[src/hw/rtl/itoa_pkg.sv]
// Shared types, constants and helper functions for the integer to ASCII formatter.
// No dependencies; every other file of the block imports this package.
package itoa_pkg;

	localparam int OP_W     = 2;
	localparam int VALUE_W  = 32;
	localparam int CHAR_W   = 8;
	localparam int DIGITS   = 10;
	localparam int NIBBLE_W = 4;
	localparam int BCD_W    = DIGITS * NIBBLE_W;
	localparam int DCNT_W   = $clog2(DIGITS + 1);
	localparam int SCNT_W   = $clog2(VALUE_W);

	typedef logic [OP_W-1:0]     op_t;
	typedef logic [VALUE_W-1:0]  value_t;
	typedef logic [CHAR_W-1:0]   char_t;
	typedef logic [NIBBLE_W-1:0] nibble_t;
	typedef logic [BCD_W-1:0]    bcd_t;
	typedef logic [DCNT_W-1:0]   dcnt_t;
	typedef logic [SCNT_W-1:0]   scnt_t;

	// Request modes.
	localparam op_t OP_RAW  = 2'd0;
	localparam op_t OP_UDEC = 2'd1;
	localparam op_t OP_SDEC = 2'd2;
	localparam op_t OP_HEX  = 2'd3;

	localparam char_t CHAR_ZERO  = 8'h30;
	localparam char_t CHAR_MINUS = 8'h2d;
	localparam char_t CHAR_LOW_A = 8'h61;
	localparam nibble_t NIB_TEN  = 4'd10;

	// Handshake between the sequencer and the conversion unit.
	typedef struct packed {
		logic   start;
		value_t magnitude;
	} dab_req_t;

	typedef struct packed {
		logic done;
		bcd_t digits;
	} dab_rsp_t;

	// Lower-case hex character for one nibble.
	function automatic char_t hex_char(input nibble_t nib);
		char_t base;
		base = (nib < NIB_TEN) ? CHAR_ZERO : (CHAR_LOW_A - char_t'(NIB_TEN));
		return base + {{(CHAR_W-NIBBLE_W){1'b0}}, nib};
	endfunction

	// Decimal character for one BCD digit.
	function automatic char_t dec_char(input nibble_t nib);
		return CHAR_ZERO + {{(CHAR_W-NIBBLE_W){1'b0}}, nib};
	endfunction

endpackage

[src/hw/rtl/itoa_req_if.sv]
// Request channel: valid/ready handshake carrying a mode and a 32-bit operand.
// Depends on itoa_pkg for the payload types.
interface itoa_req_if;
	import itoa_pkg::*;

	logic   valid;
	logic   ready;
	op_t    operation;
	value_t value;

	modport source (output valid, output operation, output value, input ready);
	modport sink   (input valid, input operation, input value, output ready);

endinterface

[src/hw/rtl/itoa_char_if.sv]
// Character channel: valid/ready handshake carrying one ASCII character and a last flag.
// Depends on itoa_pkg for the payload types.
interface itoa_char_if;
	import itoa_pkg::*;

	logic  valid;
	logic  ready;
	char_t character;
	logic  last;

	modport source (output valid, output character, output last, input ready);
	modport sink   (input valid, input character, input last, output ready);

endinterface

[src/hw/rtl/integer_to_ascii_formatter.sv]
// Integer to ASCII formatter, top level: sequencer, character register, BCD unit.
// Raw and hex requests go straight to emitting; decimal requests first pass the 32-step
// BCD conversion unit and its done handoff, skip leading zeros, then send the digits, a
// sign adding a leading minus. A new request is taken only after the last character of
// the previous one is loaded. One character leaves per cycle unless the receiver stalls.
// Reset (arst_n, asynchronous, active low) empties the sequencer and the output register.
module integer_to_ascii_formatter (
	input  logic clk,
	input  logic arst_n,
	itoa_req_if.sink    request,
	itoa_char_if.source text
);
	import itoa_pkg::*;

	// Sequencer states, one-hot.
	typedef enum logic [3:0] {
		S_IDLE = 4'b0001,
		S_CONV = 4'b0010,
		S_SKIP = 4'b0100,
		S_EMIT = 4'b1000
	} state_t;

	state_t   state_q;
	op_t      op_q;
	logic     sign_q;
	bcd_t     bcd_q;
	dcnt_t    cnt_q;
	logic     out_valid_q;
	char_t    out_char_q;
	logic     out_last_q;

	dab_req_t dab_req;
	dab_rsp_t dab_rsp;

	logic     accept;
	logic     negative;
	logic     load;
	nibble_t  top_nib;
	char_t    next_char;
	logic     next_last;

	// The block takes a new request only when the sequencer is idle; the output
	// register may still hold the final character of the previous request.
	assign request.ready = (state_q == S_IDLE);
	assign accept        = request.valid && request.ready;

	// In signed mode a set top bit means a leading minus and a negated magnitude.
	assign negative = (request.operation == OP_SDEC) && request.value[VALUE_W-1];

	assign dab_req.start     = accept &&
	                           ((request.operation == OP_UDEC) || (request.operation == OP_SDEC));
	assign dab_req.magnitude = negative ? (~request.value + value_t'(1)) : request.value;

	itoa_dabble u_dabble (
		.clk    (clk),
		.arst_n (arst_n),
		.req    (dab_req),
		.rsp    (dab_rsp)
	);

	// Every character but the minus sign is taken from the top of the digit register, which
	// shifts up by one nibble per emitted digit.
	assign top_nib = bcd_q[BCD_W-1 -: NIBBLE_W];

	// In the emit state the output register is loaded whenever it is empty or being drained.
	assign load = (state_q == S_EMIT) && (!out_valid_q || text.ready);

	always_comb begin
		next_last = 1'b0;
		if (sign_q) begin
			next_char = CHAR_MINUS;
		end else begin
			next_last = (cnt_q == dcnt_t'(1));
			case (op_q)
				OP_RAW:  next_char = bcd_q[BCD_W-1 -: CHAR_W];
				OP_HEX:  next_char = hex_char(top_nib);
				default: next_char = dec_char(top_nib);
			endcase
		end
	end

	always_ff @(posedge clk or negedge arst_n) begin
		if (!arst_n) begin
			state_q     <= S_IDLE;
			sign_q      <= 1'b0;
			cnt_q       <= '0;
			out_valid_q <= 1'b0;
		end else begin
			// A new character replaces the one leaving; otherwise a drained register empties.
			if (load) begin
				out_valid_q <= 1'b1;
			end else if (text.valid && text.ready) begin
				out_valid_q <= 1'b0;
			end

			unique case (state_q)
				S_IDLE: begin
					if (accept) begin
						sign_q <= negative;
						case (request.operation)
							OP_RAW: begin
								cnt_q   <= dcnt_t'(1);
								state_q <= S_EMIT;
							end
							OP_HEX: begin
								cnt_q   <= dcnt_t'(2);
								state_q <= S_EMIT;
							end
							default: begin
								cnt_q   <= dcnt_t'(DIGITS);
								state_q <= S_CONV;
							end
						endcase
					end
				end
				S_CONV: begin
					if (dab_rsp.done) begin
						state_q <= S_SKIP;
					end
				end
				S_SKIP: begin
					// Drop leading zeros, always keeping the last digit so zero prints as one '0'.
					if ((top_nib == '0) && (cnt_q != dcnt_t'(1))) begin
						cnt_q <= cnt_q - dcnt_t'(1);
					end else begin
						state_q <= S_EMIT;
					end
				end
				S_EMIT: begin
					if (load) begin
						if (sign_q) begin
							sign_q <= 1'b0;
						end else begin
							cnt_q <= cnt_q - dcnt_t'(1);
							if (cnt_q == dcnt_t'(1)) begin
								state_q <= S_IDLE;
							end
						end
					end
				end
				default: begin
					state_q <= S_IDLE;
				end
			endcase
		end
	end

	// Payload registers.
	always_ff @(posedge clk) begin
		if (accept) begin
			op_q  <= request.operation;
			bcd_q <= {request.value[CHAR_W-1:0], {(BCD_W-CHAR_W){1'b0}}};
		end else if ((state_q == S_CONV) && dab_rsp.done) begin
			bcd_q <= dab_rsp.digits;
		end else if ((state_q == S_SKIP) && (top_nib == '0) && (cnt_q != dcnt_t'(1))) begin
			bcd_q <= {bcd_q[BCD_W-NIBBLE_W-1:0], {NIBBLE_W{1'b0}}};
		end else if (load && !sign_q) begin
			bcd_q <= {bcd_q[BCD_W-NIBBLE_W-1:0], {NIBBLE_W{1'b0}}};
		end
		if (load) begin
			out_char_q <= next_char;
			out_last_q <= next_last;
		end
	end

	assign text.valid     = out_valid_q;
	assign text.character = out_char_q;
	assign text.last      = out_last_q;

endmodule

[src/hw/rtl/itoa_dabble.sv]
// Iterative binary to BCD converter: one shift-and-add-3 step per cycle, one step per operand bit.
// Depends on itoa_pkg for widths and the request/response structs.
module itoa_dabble (
	input  logic               clk,
	input  logic               arst_n,
	input  itoa_pkg::dab_req_t req,
	output itoa_pkg::dab_rsp_t rsp
);
	import itoa_pkg::*;

	value_t bin_q;
	bcd_t   bcd_q;
	scnt_t  cnt_q;
	logic   busy_q;
	logic   done_q;
	bcd_t   adj;

	// Each digit of five or more gets three added before the shift.
	always_comb begin
		for (int d = 0; d < DIGITS; d++) begin
			if (bcd_q[d*NIBBLE_W +: NIBBLE_W] >= nibble_t'(5)) begin
				adj[d*NIBBLE_W +: NIBBLE_W] = bcd_q[d*NIBBLE_W +: NIBBLE_W] + nibble_t'(3);
			end else begin
				adj[d*NIBBLE_W +: NIBBLE_W] = bcd_q[d*NIBBLE_W +: NIBBLE_W];
			end
		end
	end

	always_ff @(posedge clk or negedge arst_n) begin
		if (!arst_n) begin
			busy_q <= 1'b0;
			done_q <= 1'b0;
			cnt_q  <= '0;
		end else begin
			done_q <= 1'b0;
			if (req.start) begin
				busy_q <= 1'b1;
				cnt_q  <= '0;
			end else if (busy_q) begin
				cnt_q <= cnt_q + scnt_t'(1);
				if (cnt_q == scnt_t'(VALUE_W - 1)) begin
					busy_q <= 1'b0;
					done_q <= 1'b1;
				end
			end
		end
	end

	always_ff @(posedge clk) begin
		if (req.start) begin
			bin_q <= req.magnitude;
			bcd_q <= '0;
		end else if (busy_q) begin
			bin_q <= {bin_q[VALUE_W-2:0], 1'b0};
			bcd_q <= {adj[BCD_W-2:0], bin_q[VALUE_W-1]};
		end
	end

	assign rsp.done   = done_q;
	assign rsp.digits = bcd_q;

endmodule

[src/flat_wrapper.sv]
// flat-port wrapper written by rule: the top's interface ports become plain ports
module integer_to_ascii_formatter_flat import itoa_pkg::*;
  (clk, arst_n, request_valid, request_operation, request_value, request_ready, text_valid, text_character, text_last, text_ready);
  itoa_req_if request_i ();
  itoa_char_if text_i ();
  input  logic clk;
  input  logic arst_n;
  input wire logic [$bits(request_i.valid)-1:0] request_valid;
  input wire logic [$bits(request_i.operation)-1:0] request_operation;
  input wire logic [$bits(request_i.value)-1:0] request_value;
  output wire logic [$bits(request_i.ready)-1:0] request_ready;
  output wire logic [$bits(text_i.valid)-1:0] text_valid;
  output wire logic [$bits(text_i.character)-1:0] text_character;
  output wire logic [$bits(text_i.last)-1:0] text_last;
  input wire logic [$bits(text_i.ready)-1:0] text_ready;
  assign request_i.valid = request_valid;
  assign request_i.operation = request_operation;
  assign request_i.value = request_value;
  assign request_ready = request_i.ready;
  assign text_valid = text_i.valid;
  assign text_character = text_i.character;
  assign text_last = text_i.last;
  assign text_i.ready = text_ready;
  integer_to_ascii_formatter u_core (.clk(clk), .arst_n(arst_n), .request(request_i), .text(text_i));
endmodule
[config.mk]
export PLATFORM = sky130hd
export DESIGN_NAME = integer_to_ascii_formatter_flat
export DESIGN_NICKNAME = d
export VERILOG_FILES = /design/src/hw/rtl/itoa_pkg.sv /design/src/hw/rtl/itoa_req_if.sv /design/src/hw/rtl/itoa_char_if.sv /design/src/hw/rtl/integer_to_ascii_formatter.sv /design/src/hw/rtl/itoa_dabble.sv /design/src/flat_wrapper.sv
export SDC_FILE = /design/constraint.sdc
export NUM_CORES = 1
export LEC_CHECK = 0
export CAP_MARGIN = 10
export CORE_ASPECT_RATIO = 0.7
export CORE_MARGIN = 2
export CORE_UTILIZATION = 35
export DETAILED_ROUTE_END_ITERATION = 10
export DONT_BUFFER_PORTS = 1
export SETUP_SLACK_MARGIN = 0.05
export SYNTH_ARGS = -nofsm -noshare
export SYNTH_HDL_FRONTEND = slang
export SYNTH_SLANG_ARGS = --single-unit
export TNS_END_PERCENT = 10
[constraint.sdc]
create_clock -name clk -period 2.6 [get_ports clk]
set_clock_uncertainty 0.1 [all_clocks]
set_input_delay 0.13 -clock clk [delete_from_list [all_inputs] [get_ports clk]]
set_output_delay 0.13 -clock clk [all_outputs]
set_load 0.02 [all_outputs]
==> impl_metrics.json <==
{
  "status": "finished clean",
  "dr.pass1.iters": 5,
  "initial_core_util_pct": 36.0,
  "dr.first_iter.drc_count": 421,
  "min_path_cells": 4,
  "max-cap-violations": 0,
  "reg2reg_depth": 8,
  "setup_viol": 0,
  "grt_max_degree": 57,
  "rrSetupSlack_ns": 0.23,
  "syn_inst": 844,
  "numCtsBuffers": 17,
  "totalWireLength_um": 17200,
  "period_share_pct": 93.7,
  "grt_overflow_total": 0,
  "grt_pass1_vias": 5646,
  "syn2layout_area_growth_pct": 17.9,
  "viasPerCell": 5.14,
  "coreArea_um2": 21800,
  "drive_gt1_share_pct": 13.3,
  "diodes": 0,
  "cts_setup_buffers": 0,
  "crit_fanout": 8,
  "vdd_ir_drop_max_mv": 0.403,
  "end_kind": "flip-flop",
  "port_buffers": 0,
  "maxSlewHeadroom_pct": 47.4,
  "syn_nets": 915,
  "grt_pass1_wl_um": 29000,
  "r2r_start": "u_core.state_q[3]",
  "crit_required_ns": 2.79,
  "gp_congestion": 0.828,
  "clockBufferDepth": 2,
  "final_util_pct": 42.4,
  "power.density_nw_per_um2": 1170,
  "die_area_um2": 23700,
  "yosys_warnings": 0,
  "synth_edf_count": 51,
  "synthFlopType": "dfxtp_1",
  "tns_ns": 0,
  "arrival_ns": 2.62,
  "rsz0062_at_grt": "false",
  "antenna_found_initial": 0,
  "vias": 6022,
  "route.detailed.drc": 0,
  "ys_seq_area_share_pct": 43.3,
  "min_from": "request_value[28]",
  "clk_latency_ns": 0.42,
  "clock.fmax_ghz": 0.410,
  "ys_ff_latch": 140,
  "nets": 948,
  "die_h_um": 129,
  "dp_hpwl_um": 11700,
  "syn_avg_cell_area_um2": 9.31,
  "synth.distinct_cells": 66,
  "r2r_end": "u_core.u_dabble.bin_q[30]",
  "antenna_left": 0,
  "final_common_cell": "nor2_1",
  "min_to": "u_core.u_dabble.bin_q[28]",
  "clkTransAtPathRegs_ns": 0.06,
  "die_x_um": 183,
  "syn-cell-area_um2": 7860,
  "cellLeakagePower_uw": 0.00380,
  "hold_class": "input port to flip-flop",
  "clockRootBuffer": "clkbuf_16",
  "drv_slew": 0,
  "fin_crit_ns": 2.44,
  "h-tree-depth": 4,
  "grtUsageTotal_pct": 15.3,
  "rows": 45,
  "boundaryPins": 49,
  "crit_type": "input port to flip-flop",
  "post_drt_wl_per_cell_um": 14.7,
  "async_flop_share_pct": 12.1,
  "cts_sinks": 140,
  "final_cell_mix": "nor2_1, nand2_1, dfxtp_1",
  "hold_viol_final": 0,
  "start_kind": "input port",
  "max_slew.worst_pin.slew_ns": 0.787,
  "cts_tree": "built"
}
==> logic make-up (layout without fill, tap and decap cells) <==
group,Yosys count,in the layout,share of synthesized area [%]
flops,140,140,43.3
fa+ha+maj,33,33,5.35
xor+xnor,43,43,4.79
simple gates,275,275,17.3
buf+inv,88,134,5.02
mux,49,49,6.28
compound gates,216,216,18.0
==> Yosys cell counts (4+ instances only) <==
cell      number  area, um2
ha_1          32        400
edfxtp_1      51       1530
dfxtp_1       72       1440
nand2b_1      10       62.6
a211o_1        4       35.0
a21oi_1       61        305
buf_2          4       20.0
mux2i_1       47        470
nand3_1       19       95.1
nor3b_1        9       67.6
xnor2_1       22        193
o21ai_0       71        355
a211oi_2      20        250
inv_1         41        154
and3_1         4       25.0
dfrtp_1       16        400
a22oi_1        8       60.1
xor2_1        21        184
o31ai_1        7       52.6
nor3_1        12       60.1
nand2_1       74        278
nor2_2        20        125
or3_1          7       43.8
nor2_1        89        334
clkbuf_1      33        124
nand4_1        6       37.5
a211oi_1      16        120
==> what timing repair did <==
item,CTS,global route
setup endpoints to repair,0,2
gates resized for setup,0,2
hold buffers,38,0
hold endpoints to repair,61,0
==> stage by stage <==
step                      power (uW)  hold slack (ns)  cell area (um2)  std cells  setup slack [ns]
after floorplan                 7270           -0.266             7860        844             0.136
after global placement          8120           -0.265             8220       1102             0.306
after detailed placement        8200           -0.265             8220       1102             0.246
after CTS                      11000          0.00571             9250       1172             0.110
after global routing           11800           0.0371             9260       1172            0.0573
final                          10900           0.0190             9260       1172             0.163
==> how the worst max path moves through the flow <==
stage / startpoint / endpoint / cells after the start
detailed placement: u_core.bcd_q[37] / u_core.text.character[4] / 9
finish: request_value[0] / u_core.u_dabble.bin_q[30] / 8
global route: request_value[0] / u_core.u_dabble.bin_q[30] / 8
floorplan: u_core.state_q[3] / u_core.u_dabble.bin_q[0] / 8
global placement: u_core.bcd_q[38] / u_core.text.character[4] / 9
CTS: request_value[0] / u_core.u_dabble.bin_q[30] / 8
==> metal layers <==
metal / global-route usage (%) / part of all wire [%] / vias up
li1: - / - / 3087
met1: 23.4 / 54 / 2786
met2: 20.7 / 39 / 133
met3: 3.46 / 5.3 / 16
met4: 5.93 / 1.2 / 0
met5: 0 / 0 / -
==> critical path: stages <==
cell and delay (ns):
dlygate4sd3_1 0.57, inv_1 0.09, ha_1 0.37, nand3_1 0.31
nor3_2 0.35, nand4_1 0.13, dlygate4sd3_1 0.58, nand3_1 0.09
==> layout make-up <==
| cell class | count | area [um2] |
|---|---|---|
| fill | 2077 | 12600 |
| inverter | 41 | 154 |
| clock buffer | 17 | 425 |
| tap | 282 | 353 |
| multi-input combinational | 616 | 4090 |
| clock inverter | 15 | 221 |
| timing repair buffer | 61 | 616 |
| sequential | 140 | 3400 |
==> report_power, final <==
part / switching, uW / internal [uW]
clock: 942 / 1700
sequential: 708 / 3400
combinational: 2260 / 1870
==> registers in the layout, indices dropped and copies added, names as in the netlist <==
name,count
u_core.u_dabble.bin_q,32
u_core.u_dabble.cnt_q,5
u_core.text.character,8
u_core.op_q,2
u_core.text.valid,1
u_core.u_dabble.bcd_q,40
u_core.state_q,4
u_core.u_dabble.busy_q,1
u_core.sign_q,1
u_core.u_dabble.done_q,1
u_core.bcd_q,40
u_core.text.last,1
u_core.cnt_q,4
No activity file was read; power rests on OpenSTA's default activity.
